--- src/hdl/alarm_clock_seven_segment_mux_macros.svh ---
// assertion macros for the alarm clock display block
`ifndef ALARM_CLOCK_SEVEN_SEGMENT_MUX_MACROS_SVH
`define ALARM_CLOCK_SEVEN_SEGMENT_MUX_MACROS_SVH

`ifndef ASSERT_OFF
`define ASSERT_IMPL(label, clk, rst, ante, cons) \
  label: assert property (@(posedge clk) disable iff (rst) (ante) |-> (cons)) \
    else $error("same-cycle implication failed");
`define ASSERT_NEXT(label, clk, rst, ante, cons) \
  label: assert property (@(posedge clk) disable iff (rst) (ante) |=> (cons)) \
    else $error("next-cycle implication failed");
`else
`define ASSERT_IMPL(label, clk, rst, ante, cons)
`define ASSERT_NEXT(label, clk, rst, ante, cons)
`endif

`endif

--- src/hdl/acssm_pkg.sv ---
package acssm_pkg;

  typedef logic [2:0] cfg_index_t;

  localparam cfg_index_t REG_TICKS_PER_MINUTE    = 3'd0;
  localparam cfg_index_t REG_ALARM_HOUR          = 3'd1;
  localparam cfg_index_t REG_ALARM_MINUTE        = 3'd2;
  localparam cfg_index_t REG_BUZZ_DURATION_TICKS = 3'd3;
  localparam cfg_index_t REG_BUZZ_TOGGLE_TICKS   = 3'd4;

  localparam logic [23:0] TICKS_PER_MINUTE_RESET    = 24'd22980;
  localparam logic [4:0]  ALARM_HOUR_RESET          = 5'd5;
  localparam logic [5:0]  ALARM_MINUTE_RESET        = 6'd30;
  localparam logic [23:0] BUZZ_DURATION_TICKS_RESET = 24'd3830;
  localparam logic [15:0] BUZZ_TOGGLE_TICKS_RESET   = 16'd0;

  localparam logic [4:0] NOON_HOUR = 5'd12;

  typedef struct packed {
    logic [3:0] minute_units;
    logic [2:0] minute_tens;
    logic [3:0] hour_units;
    logic [1:0] hour_tens;
    logic       mode_twentyfour;
  } clock_state_t;

  function automatic logic [4:0] hour24(input clock_state_t t);
    return 5'(t.hour_tens) * 5'd10 + 5'(t.hour_units);
  endfunction

  function automatic logic [5:0] minute60(input clock_state_t t);
    return 6'(t.minute_tens) * 6'd10 + 6'(t.minute_units);
  endfunction

  function automatic logic [6:0] seg_of(input logic [3:0] d);
    logic [6:0] s;
    case (d)
      4'd0: s = 7'h3F;
      4'd1: s = 7'h06;
      4'd2: s = 7'h5B;
      4'd3: s = 7'h4F;
      4'd4: s = 7'h66;
      4'd5: s = 7'h6D;
      4'd6: s = 7'h7D;
      4'd7: s = 7'h07;
      4'd8: s = 7'h7F;
      4'd9: s = 7'h6F;
      default: s = 7'h00;
    endcase
    return s;
  endfunction

endpackage

--- src/hdl/acssm_clock.sv ---
module acssm_clock #(
  parameter int TICK_WIDTH = 24
) (
  input  logic                  clk,
  input  logic                  rst,
  input  logic                  advance,
  input  logic                  button_pressed,
  input  logic [23:0]           minute_len,
  output acssm_pkg::clock_state_t state_next
);
  import acssm_pkg::*;

  localparam int CMP_W = (TICK_WIDTH + 1 > 24) ? TICK_WIDTH + 1 : 24;

  logic [TICK_WIDTH-1:0] tick_count;
  logic [TICK_WIDTH-1:0] tick_count_next;
  logic [TICK_WIDTH:0]   tick_plus;
  logic                  minute_done;
  logic                  button_last;
  clock_state_t          state;

  assign tick_plus   = {1'b0, tick_count} + {{TICK_WIDTH{1'b0}}, 1'b1};
  assign minute_done = CMP_W'(tick_plus) >= CMP_W'(minute_len);
  assign tick_count_next = minute_done ? '0 : tick_plus[TICK_WIDTH-1:0];

  always_comb begin
    state_next = state;
    state_next.mode_twentyfour = state.mode_twentyfour ^ (button_pressed & ~button_last);
    if (minute_done) begin
      if (state.minute_units >= 4'd9) begin
        state_next.minute_units = 4'd0;
        if (state.minute_tens >= 3'd5) begin
          state_next.minute_tens = 3'd0;
          if (state.hour_units >= 4'd9) begin
            state_next.hour_units = 4'd0;
            state_next.hour_tens  = state.hour_tens + 2'd1;
          end else begin
            state_next.hour_units = state.hour_units + 4'd1;
          end
          if (state.hour_tens == 2'd2 && state.hour_units == 4'd3) begin
            state_next.hour_tens  = 2'd0;
            state_next.hour_units = 4'd0;
          end
        end else begin
          state_next.minute_tens = state.minute_tens + 3'd1;
        end
      end else begin
        state_next.minute_units = state.minute_units + 4'd1;
      end
    end
  end

  always_ff @(posedge clk) begin
    if (rst) begin
      tick_count  <= '0;
      button_last <= 1'b1;
      state       <= '{minute_units: 4'd0, minute_tens: 3'd0, hour_units: 4'd0,
                       hour_tens: 2'd0, mode_twentyfour: 1'b1};
    end else if (advance) begin
      tick_count  <= tick_count_next;
      button_last <= button_pressed;
      state       <= state_next;
    end
  end

endmodule

--- src/hdl/acssm_buzzer.sv ---
module acssm_buzzer (
  input  logic                    clk,
  input  logic                    rst,
  input  logic                    advance,
  input  acssm_pkg::clock_state_t time_next,
  input  logic [4:0]              alarm_hr,
  input  logic [5:0]              alarm_minute,
  input  logic [23:0]             buzz_duration_ticks,
  input  logic [15:0]             buzz_toggle_ticks,
  output logic                    buzz_level_next
);
  import acssm_pkg::*;

  logic        buzz_active;
  logic [23:0] buzz_remaining;
  logic [15:0] buzz_phase_count;
  logic        buzz_level;

  logic        trigger;
  logic        act;
  logic [23:0] rem;
  logic [15:0] phase_inc;
  logic        buzz_active_next;
  logic [23:0] buzz_remaining_next;
  logic [15:0] buzz_phase_count_next;

  assign trigger = (hour24(time_next) == alarm_hr) && (minute60(time_next) == alarm_minute)
                   && !buzz_active;
  assign act       = buzz_active | trigger;
  assign rem       = trigger ? buzz_duration_ticks : buzz_remaining;
  assign phase_inc = (trigger ? 16'd0 : buzz_phase_count) + 16'd1;

  always_comb begin
    buzz_active_next      = buzz_active;
    buzz_remaining_next   = buzz_remaining;
    buzz_phase_count_next = buzz_phase_count;
    buzz_level_next       = 1'b0;
    if (act) begin
      if (phase_inc >= buzz_toggle_ticks) begin
        buzz_phase_count_next = 16'd0;
        buzz_level_next       = ~buzz_level;
      end else begin
        buzz_phase_count_next = phase_inc;
        buzz_level_next       = buzz_level;
      end
      if (rem <= 24'd1) begin
        buzz_remaining_next = 24'd0;
        buzz_active_next    = 1'b0;
        buzz_level_next     = 1'b0;
      end else begin
        buzz_remaining_next = rem - 24'd1;
        buzz_active_next    = 1'b1;
      end
    end
  end

  always_ff @(posedge clk) begin
    if (rst) begin
      buzz_active      <= 1'b0;
      buzz_remaining   <= 24'd0;
      buzz_phase_count <= 16'd0;
      buzz_level       <= 1'b0;
    end else if (advance) begin
      buzz_active      <= buzz_active_next;
      buzz_remaining   <= buzz_remaining_next;
      buzz_phase_count <= buzz_phase_count_next;
      buzz_level       <= buzz_level_next;
    end
  end

endmodule

--- src/hdl/acssm_display.sv ---
module acssm_display (
  input  logic                    clk,
  input  logic                    rst,
  input  logic                    advance,
  input  acssm_pkg::clock_state_t time_next,
  output logic [6:0]              segments_next,
  output logic [3:0]              digit_select_next,
  output logic                    am_led_next
);
  import acssm_pkg::*;

  logic [1:0] mux_index;
  logic [4:0] h24;
  logic [4:0] disp_h;
  logic [1:0] hour_tens_disp;
  logic [3:0] hour_units_disp;
  logic [3:0] digit;

  assign h24         = hour24(time_next);
  assign am_led_next = h24 < NOON_HOUR;

  always_comb begin
    disp_h = h24;
    if (!time_next.mode_twentyfour) begin
      if (h24 == 5'd0) begin
        disp_h = NOON_HOUR;
      end else if (h24 > NOON_HOUR) begin
        disp_h = h24 - NOON_HOUR;
      end
    end
    if (disp_h >= 5'd20) begin
      hour_tens_disp  = 2'd2;
      hour_units_disp = 4'(disp_h - 5'd20);
    end else if (disp_h >= 5'd10) begin
      hour_tens_disp  = 2'd1;
      hour_units_disp = 4'(disp_h - 5'd10);
    end else begin
      hour_tens_disp  = 2'd0;
      hour_units_disp = 4'(disp_h);
    end
    case (mux_index)
      2'd0:    digit = time_next.minute_units;
      2'd1:    digit = {1'b0, time_next.minute_tens};
      2'd2:    digit = hour_units_disp;
      default: digit = {2'b00, hour_tens_disp};
    endcase
  end

  assign segments_next     = seg_of(digit);
  assign digit_select_next = 4'b0001 << mux_index;

  always_ff @(posedge clk) begin
    if (rst) begin
      mux_index <= 2'd0;
    end else if (advance) begin
      mux_index <= mux_index + 2'd1;
    end
  end

endmodule

--- src/hdl/alarm_clock_seven_segment_mux.sv ---
// path: an accepted item passes the input register, then the result register
// throughput: one item per cycle while the result is not stalled, set by the input register and the result register
// a stalled result holds the pipe; an empty input register still takes a new item
// reset: synchronous, clears both stages, sets time 00:00 in 24-hour form,
// buzzer idle, digit rotation at minute units, registers to their defaults
module alarm_clock_seven_segment_mux #(
  parameter int TICK_WIDTH = 24
) (
  input  logic        clk,
  input  logic        rst,
  input  logic        item_valid,
  output logic        item_stall,
  input  logic        button_pressed,
  output logic        result_valid,
  input  logic        result_stall,
  output logic [6:0]  segments,
  output logic [3:0]  digit_select,
  output logic        am_led,
  output logic        buzzer,
  input  logic        cfg_write,
  input  acssm_pkg::cfg_index_t cfg_index,
  input  logic [23:0] cfg_data
);
  import acssm_pkg::*;
  `include "alarm_clock_seven_segment_mux_macros.svh"

  logic [23:0] minute_len;
  logic [4:0]  alarm_hr;
  logic [5:0]  alarm_minute;
  logic [23:0] buzz_duration_ticks;
  logic [15:0] buzz_toggle_ticks;

  logic         s1_valid;
  logic         s1_button;
  logic         s1_move;
  clock_state_t time_next;
  logic         buzz_level_next;
  logic [6:0]   segments_next;
  logic [3:0]   digit_select_next;
  logic         am_led_next;

  always_ff @(posedge clk) begin
    if (rst) begin
      minute_len          <= TICKS_PER_MINUTE_RESET;
      alarm_hr            <= ALARM_HOUR_RESET;
      alarm_minute        <= ALARM_MINUTE_RESET;
      buzz_duration_ticks <= BUZZ_DURATION_TICKS_RESET;
      buzz_toggle_ticks   <= BUZZ_TOGGLE_TICKS_RESET;
    end else if (cfg_write) begin
      case (cfg_index)
        REG_TICKS_PER_MINUTE:    minute_len          <= cfg_data;
        REG_ALARM_HOUR:          alarm_hr            <= cfg_data[4:0];
        REG_ALARM_MINUTE:        alarm_minute        <= cfg_data[5:0];
        REG_BUZZ_DURATION_TICKS: buzz_duration_ticks <= cfg_data;
        REG_BUZZ_TOGGLE_TICKS:   buzz_toggle_ticks   <= cfg_data[15:0];
        default: ;
      endcase
    end
  end

  assign s1_move    = s1_valid && !(result_valid && result_stall);
  assign item_stall = s1_valid && result_valid && result_stall;

  always_ff @(posedge clk) begin
    if (rst) begin
      s1_valid <= 1'b0;
    end else if (!item_stall) begin
      s1_valid <= item_valid;
    end
  end

  always_ff @(posedge clk) begin
    if (item_valid && !item_stall) begin
      s1_button <= button_pressed;
    end
  end

  acssm_clock #(
    .TICK_WIDTH(TICK_WIDTH)
  ) u_clock (
    .clk              (clk),
    .rst              (rst),
    .advance          (s1_move),
    .button_pressed   (s1_button),
    .minute_len       (minute_len),
    .state_next       (time_next)
  );

  acssm_buzzer u_buzzer (
    .clk                 (clk),
    .rst                 (rst),
    .advance             (s1_move),
    .time_next           (time_next),
    .alarm_hr            (alarm_hr),
    .alarm_minute        (alarm_minute),
    .buzz_duration_ticks (buzz_duration_ticks),
    .buzz_toggle_ticks   (buzz_toggle_ticks),
    .buzz_level_next     (buzz_level_next)
  );

  acssm_display u_display (
    .clk               (clk),
    .rst               (rst),
    .advance           (s1_move),
    .time_next         (time_next),
    .segments_next     (segments_next),
    .digit_select_next (digit_select_next),
    .am_led_next       (am_led_next)
  );

  always_ff @(posedge clk) begin
    if (rst) begin
      result_valid <= 1'b0;
    end else if (s1_move) begin
      result_valid <= 1'b1;
    end else if (!result_stall) begin
      result_valid <= 1'b0;
    end
  end

  always_ff @(posedge clk) begin
    if (s1_move) begin
      segments     <= segments_next;
      digit_select <= digit_select_next;
      am_led       <= am_led_next;
      buzzer       <= buzz_level_next;
    end
  end

  `ASSERT_NEXT(a_move_fills_result, clk, rst, s1_move, result_valid)
  `ASSERT_IMPL(a_stall_needs_full_stage, clk, rst, item_stall, s1_valid && result_valid)
  `ASSERT_IMPL(a_digit_onehot, clk, rst, result_valid, $onehot(digit_select))
  `ASSERT_IMPL(a_time_bcd, clk, rst, s1_move, time_next.minute_units <= 4'd9 && time_next.hour_tens <= 2'd2)

endmodule

--- config.mk ---
export PLATFORM = sky130hd
export DESIGN_NAME = alarm_clock_seven_segment_mux
export DESIGN_NICKNAME = d
export VERILOG_FILES = /design/src/hdl/acssm_pkg.sv /design/src/hdl/acssm_clock.sv /design/src/hdl/acssm_buzzer.sv /design/src/hdl/acssm_display.sv /design/src/hdl/alarm_clock_seven_segment_mux.sv
export VERILOG_INCLUDE_DIRS = /design/src /design/src/hdl
export SDC_FILE = /design/constraint.sdc
export NUM_CORES = 1
export LEC_CHECK = 0
export ABC_CLOCK_PERIOD_IN_PS = 10700
export BUFFER_PORTS_ARGS = -buffer_cell sky130_fd_sc_hd__buf_2
export CAP_MARGIN = 20
export CORE_MARGIN = 5
export CORE_UTILIZATION = 35
export DETAILED_ROUTE_END_ITERATION = 10
export GPL_TIMING_DRIVEN = 1
export PLACE_DENSITY_LB_ADDON = 0.2
export SETUP_SLACK_MARGIN = 0.3
export SLEW_MARGIN = 5
export SYNTH_ARGS = -nofsm -noshare
export SYNTH_HDL_FRONTEND = slang
export SYNTH_SLANG_ARGS = --single-unit
export TNS_END_PERCENT = 50
--- constraint.sdc ---
create_clock -name clk -period 10.7 [get_ports clk]
set_clock_uncertainty 0.2 [all_clocks]
set_input_delay 2.14 -clock clk [delete_from_list [all_inputs] [get_ports clk]]
set_output_delay 2.14 -clock clk [all_outputs]
set_load 0.05 [all_outputs]
Yosys cells after proc, flatten, opt, wreduce, memory -nomap -nowiden
Memories as Yosys holds them, arrays and structs flattened. A register that Yosys moved wholly into a read port is not among the register bits.
Index checks and enable logic that the tools add are counted.
- flip-flop bits (word level): 167
- ROM bits: 112
- input port bits: 33
- logic and storage cells: 113
- memories kept: 1
- $add $sub $neg: 13
- $mul: 2
- order comparisons: 10
- equality and inequality tests: 11
- shift operators: 1
- muxes and demuxes: 27
- bitwise gates (word level): 5
- reduce and logical (&&, ||, !) cells: 20
- memories (name ; words ; width ; rd ports ; clocked after Yosys merged registers in ; write ports ; RTL line ; source):
    (name not given) ; 16 ; 7 ; 1 ; 1 ; 0 ; acssm_pkg.sv:37 ; case (d)
- operators by type and width (operator ; number):
    $mux 24 ; 3
    $mux 16 ; 2
    $add 24x1->25 const B ; 1
    $ge 25x24->1 ; 1
    $le 24x1->1 const B ; 1
    $sub 24x1->24 const B ; 1
    $add 16x1->16 const B ; 1
    $ge 16x16->1 ; 1
    $mux 4 ; 4
    $mux 5 ; 3
    $mux 13 ; 1
    $mux 6 ; 2
    $pmux 4 s3 ; 1
    $reduce_and 2->1 ; 6
    $mux 9 ; 1
    $add 4x1->4 const B ; 2
    $ge 4x4->1 const B ; 2
    $logic_and 1x1->1 ; 8
    $mux 1 ; 7
    $add 6x4->6 ; 1
    $eq 3x2->1 const B ; 2
    $eq 6x6->1 ; 1
    $add 5x4->5 ; 1
    $eq 5x5->1 ; 1
    other kinds (29) ; 35

Depth between registers and ports, before layout
- depth after elaboration: 17
- depth in mapped cells: 45

Hierarchy
Synthesis repeated with hierarchy kept, for this count alone.
- cells, all modules: 1454
- area total of the unflattened synthesis: 12379.4 um2
- by module, submodules not included (module ; instances ; cells each ; area an instance (um2) ; seq. area each (um2)):
    acssm_buzzer ; 1 ; 576 ; 4277.9 ; 840.8
    alarm_clock_seven_segment_mux ; 1 ; 319 ; 3593.4 ; 1961.9
    acssm_clock ; 1 ; 418 ; 3339.5 ; 780.7
    acssm_display ; 1 ; 141 ; 1168.6 ; 40.0

Worst setup path after synthesis
OpenSTA, ideal clock, no wires.
- path kind: register -> register
- from: register u_clock.tick_count[2]
- to: register u_buzzer.buzz_remaining[22]
- library setup time: 0.121 ns
- arrival time: 8.939 ns
- slack: 1.440 ns
- cell stages (with the launch flop): 43
- path buffers: 5
- period minus slack after synthesis: 9.260 ns
- cell sequence: dfxtp_1 -> nand3_1 -> nor2_1 -> and3_1 -> clkbuf_1 -> nand2_1 -> nor2_1 -> nand2_1 -> nor3_1 -> and3_1 -> xor2_1 -> ha_1 -> and3_1 -> a221o_2 -> a31oi_2 -> and3_4 -> a21oi_4 -> clkbuf_1 -> [7 not listed] -> a211o_1 -> a21o_2 -> a221oi_4 -> o2111a_1 -> buf_2 -> buf_4 -> buf_4 -> mux2i_1 -> ha_1 -> inv_1 -> or3_1 -> or3_1 -> or4_1 -> or4_1 -> o21ai_1 -> xor2_1 -> a21oi_1 -> o21ai_1
- RTL lines (what ; RTL line ; source):
    from (decl) ; acssm_clock.sv:15 ; logic [TICK_WIDTH-1:0] tick_count;
    from (signal assigned) ; acssm_clock.sv:60 ; tick_count <= tick_count_next;
    to (signal assigned) ; acssm_buzzer.sv:65 ; buzz_remaining <= buzz_remaining_next;
    to (decl) ; acssm_buzzer.sv:15 ; logic [23:0] buzz_remaining;

==> flow_summary_export.csv <==
group,metric,value,unit
route,post_drt_wl_per_cell,17.1,um
logic_synthesis,ys_top_cells_by_area,"dfxtp_1 (29%), ha_1 (8.5%), nand2_1 (8.1%), a21oi_1 (5.8%), nor2_1 (4.3%)",
route,wl_met2,14.8,mm
clocking,cts_buffers,17,
final_layout,final_common_cell,"nand2_1",
logic_synthesis,ys_seq_area_share,32.4,%
final_layout,finalNetCount,1559,
pwr,leakage,4.89,nW
logic_synthesis,synth_edf_count,14,
final_layout,drive_gt1_share,10.3,%
placed_design,portBuffers,47,
global_route,grt_remaining_overflow,0,
worst_hold_path,whs_path_depth,2,
route,met3_length,1.26,mm
final_layout,n_fill_cell,3299,
timing,worstMarginPinSlew,1.01,ns
logic_synthesis,synth.top_cell.area_share,28.6,%
setup_path,critPathSlowestCell,"dfxtp_1",
timing,finalHoldViolations,0,
logic_synthesis,synthMuxAreaShare,2.24,%
global_route,grt_usage,17.9,%
setup_path,critPathKind,"reg -> reg",
die,die_y,189,um
logic_synthesis,synth_fa_ha_area_share,8.86,%
logic_synthesis,syn-num-nets,1543,
timing,fin_crit,9.56,ns
final_layout,final_cell_mix,"nand2_1 (242), dfxtp_1 (160), a21oi_1 (128)",
die,io_pins,48,
global_route,first_global_vias,9521,
final_layout,num_antenna_cells,0,
global_route,grt_pass1_wl,51.6,mm
setup_path,crit_arrival,9.72,ns
clocking,cts-root-buf,"clkbuf_16",
global_route,grt_max_degree,77,
die,rows,65,
route,drt_wl_total,31.9,mm
logic_synthesis,synthXorXnorAreaFrac,5.48,%
route,avgViaCountPerCell,5.45,
logic_synthesis,ys_types,101,
logic_synthesis,yosysWarnings,0,
outcome,status,"completed",
route,top_layer_used,"met4",
logic_synthesis,synth_top_flop_cell,"dfxtp_1",
global_route,antenna_found_initial,0,
clocking,ctsHoldBuffers,0,
setup_path,reg2reg_depth,43,
setup_path,cp-end-kind,"register",
setup_path,crit_top_cell,"a21o_1",
logic_synthesis,synth-compound-area-share,19.4,%
die,start_util,35.4,%
logic_synthesis,synth_top_family_by_area,"simple AND/OR/NAND/NOR gates",
clocking,cts.path.max_buffers,2,
timing,min_period_over_period,89.4,%
setup_path,critPathTopFamily,"compound AO/OA/AOI/OAI gates",
die,core,31600,sq um
route,firstDrtPassIters,5,
timing,grt_setup_unrepaired,"false",
setup_path,start_kind,"register",
setup_path,cp_num_cells,43,
placed_design,place_congestion,0.867,
setup_path,slowest_delay,0.45,ns
clocking,cts.sinks,174,
timing,setup-tns-final,0,ns
route,drc,0,
timing,fmax,0.105,GHz
logic_synthesis,async_flop_share,0,%
die,die-width,189,um
setup_path,critPathMaxFanout,15,
pwr,irDropWorstVdd,0.0749,mV
clocking,clk_pin_slew,0.07,ns
route,drtIter0Drc,753,
route,wl_met1,15.2,mm
job,maxCapViolCount,0,
timing,slew_violations,0,
logic_synthesis,yosys.area.top_type,"dfxtp_1",
setup_path,crit_buf_inv,3,
pwr,power_density,122,nW/um^2
die,die-area,35600,sq um
route,routed-via-count,10100,
worst_hold_path,min_path_type,"reg -> reg",
placed_design,hpwl,22.8,mm
final_layout,area_growth,11.2,%
logic_synthesis,avgSynthCellArea,7.81,sq um
logic_synthesis,ys_ff_latch,174,
setup_path,worstPathRequired,10.86,ns
clocking,clock_latency,0.44,ns
logic_synthesis,syn_inst,1432,
logic_synthesis,synth-simple-area-share,26.2,%
pwr,power,1.51,mW
timing,slew_headroom,32.1,%
setup_path,r2r_slack,1.14,ns
clocking,tritoncts,"built",
clocking,htree_levels,4,
logic_synthesis,syn-cell-area,11200,sq um
timing,setup_viol,0,
route,ant_nets,0,
## what timing repair did
action,in CTS,in global routing
setup buffers,0,3
endpoints found under the setup margin,0,20
resized for setup,0,7
endpoints found under the hold margin,0,0
## power by group
group	internal, mW	switching (mW)	leakage [nW]
registers	0.670	0.0108	1.42
logic	0.0485	0.100	3.16
clock network	0.408	0.276	0.316
## routing by layer
metal  vias to the layer above  GRT usage [%]
met4                         0           5.13
met1                      4816           24.4
met2                       243           29.6
met3                        37           2.58
met5                         -              0
li1                       5053              -
## final cells by class
type,instances,area [sq um],share of cell area (%)
multi-input cells,1112,6990,56.2
flip-flops and latches,174,3620,29.1
clock buffers,24,513,4.13
well taps,402,503,4.05
repair buffers,65,385,3.10
inverters,78,293,2.35
clock inverters,8,126,1.02
## registers in the layout (all words and copies together), names as in the netlist, 2 cells and up
register and count:
buzz_toggle_ticks 16, u_display.mux_index 2, u_clock.state 14, alarm_minute 6
u_clock.tick_count 24, segments 7, alarm_hr 5, digit_select 4
u_buzzer.buzz_phase_count 16, buzz_duration_ticks 24, u_buzzer.buzz_remaining 24, minute_len 24
## cell families (layout without fill, tap and decap cells)
kind of cell | Yosys count | in the layout
xor+xnor | 70 | 70
flops | 174 | 174
compound gates | 331 | 331
simple gates | 609 | 609
fa+ha+maj | 78 | 78
mux | 24 | 24
buf+inv | 146 | 175
## worst paths after layout
check	to	startpoint
worst max-delay path	u_buzzer.buzz_phase_count[15]	u_clock.tick_count[2]
worst min-delay path	buzz_toggle_ticks[7]	buzz_toggle_ticks[7]
worst max register to register	u_buzzer.buzz_phase_count[15]	u_clock.tick_count[2]
worst min register to register	buzz_toggle_ticks[7]	buzz_toggle_ticks[7]
## synthesized netlist by cell type, types with 16 or more instances
cell	count
ha_1	76
nor3_1	37
nand2_1	242
o21ai_0	52
mux2i_1	22
or3_1	18
clkbuf_1	49
a21oi_1	129
dfxtp_1	160
xnor2_1	37
inv_1	77
nor2_1	127
nand3_1	57
and3_1	18
o211ai_1	19
o21ai_1	16
xor2_1	33
## worst reg2reg max path, delay by kind of cell, from the launching register on
| family | cells | cell delay, ns |
|---|---|---|
| AO/OA/AOI/OAI | 19 | 4.11 |
| XOR/XNOR | 2 | 0.42 |
| adder cells (fa/ha/maj) | 4 | 1.06 |
| buffers and inverters | 3 | 0.47 |
| flip-flops | 1 | 0.45 |
| AND/OR/NAND/NOR | 15 | 2.80 |
## through the flow
stage / std cells / utilization, % / area (sq um) / hold WS, ns / setup WS [ns]
global route: 1863 / 39.4 / 12400 / 0.271 / 0.307
detailed placement: 1828 / 37.2 / 11700 / 0.246 / 0.792
CTS: 1860 / 39.2 / 12400 / 0.256 / 0.783
finish: 1863 / 39.4 / 12400 / 0.254 / 1.14
floorplan: 1432 / - / 11200 / 0.233 / 1.44
global placement: 1828 / 37.2 / 11700 / 0.244 / 1.04
No activity file was read; power rests on OpenSTA's default activity.
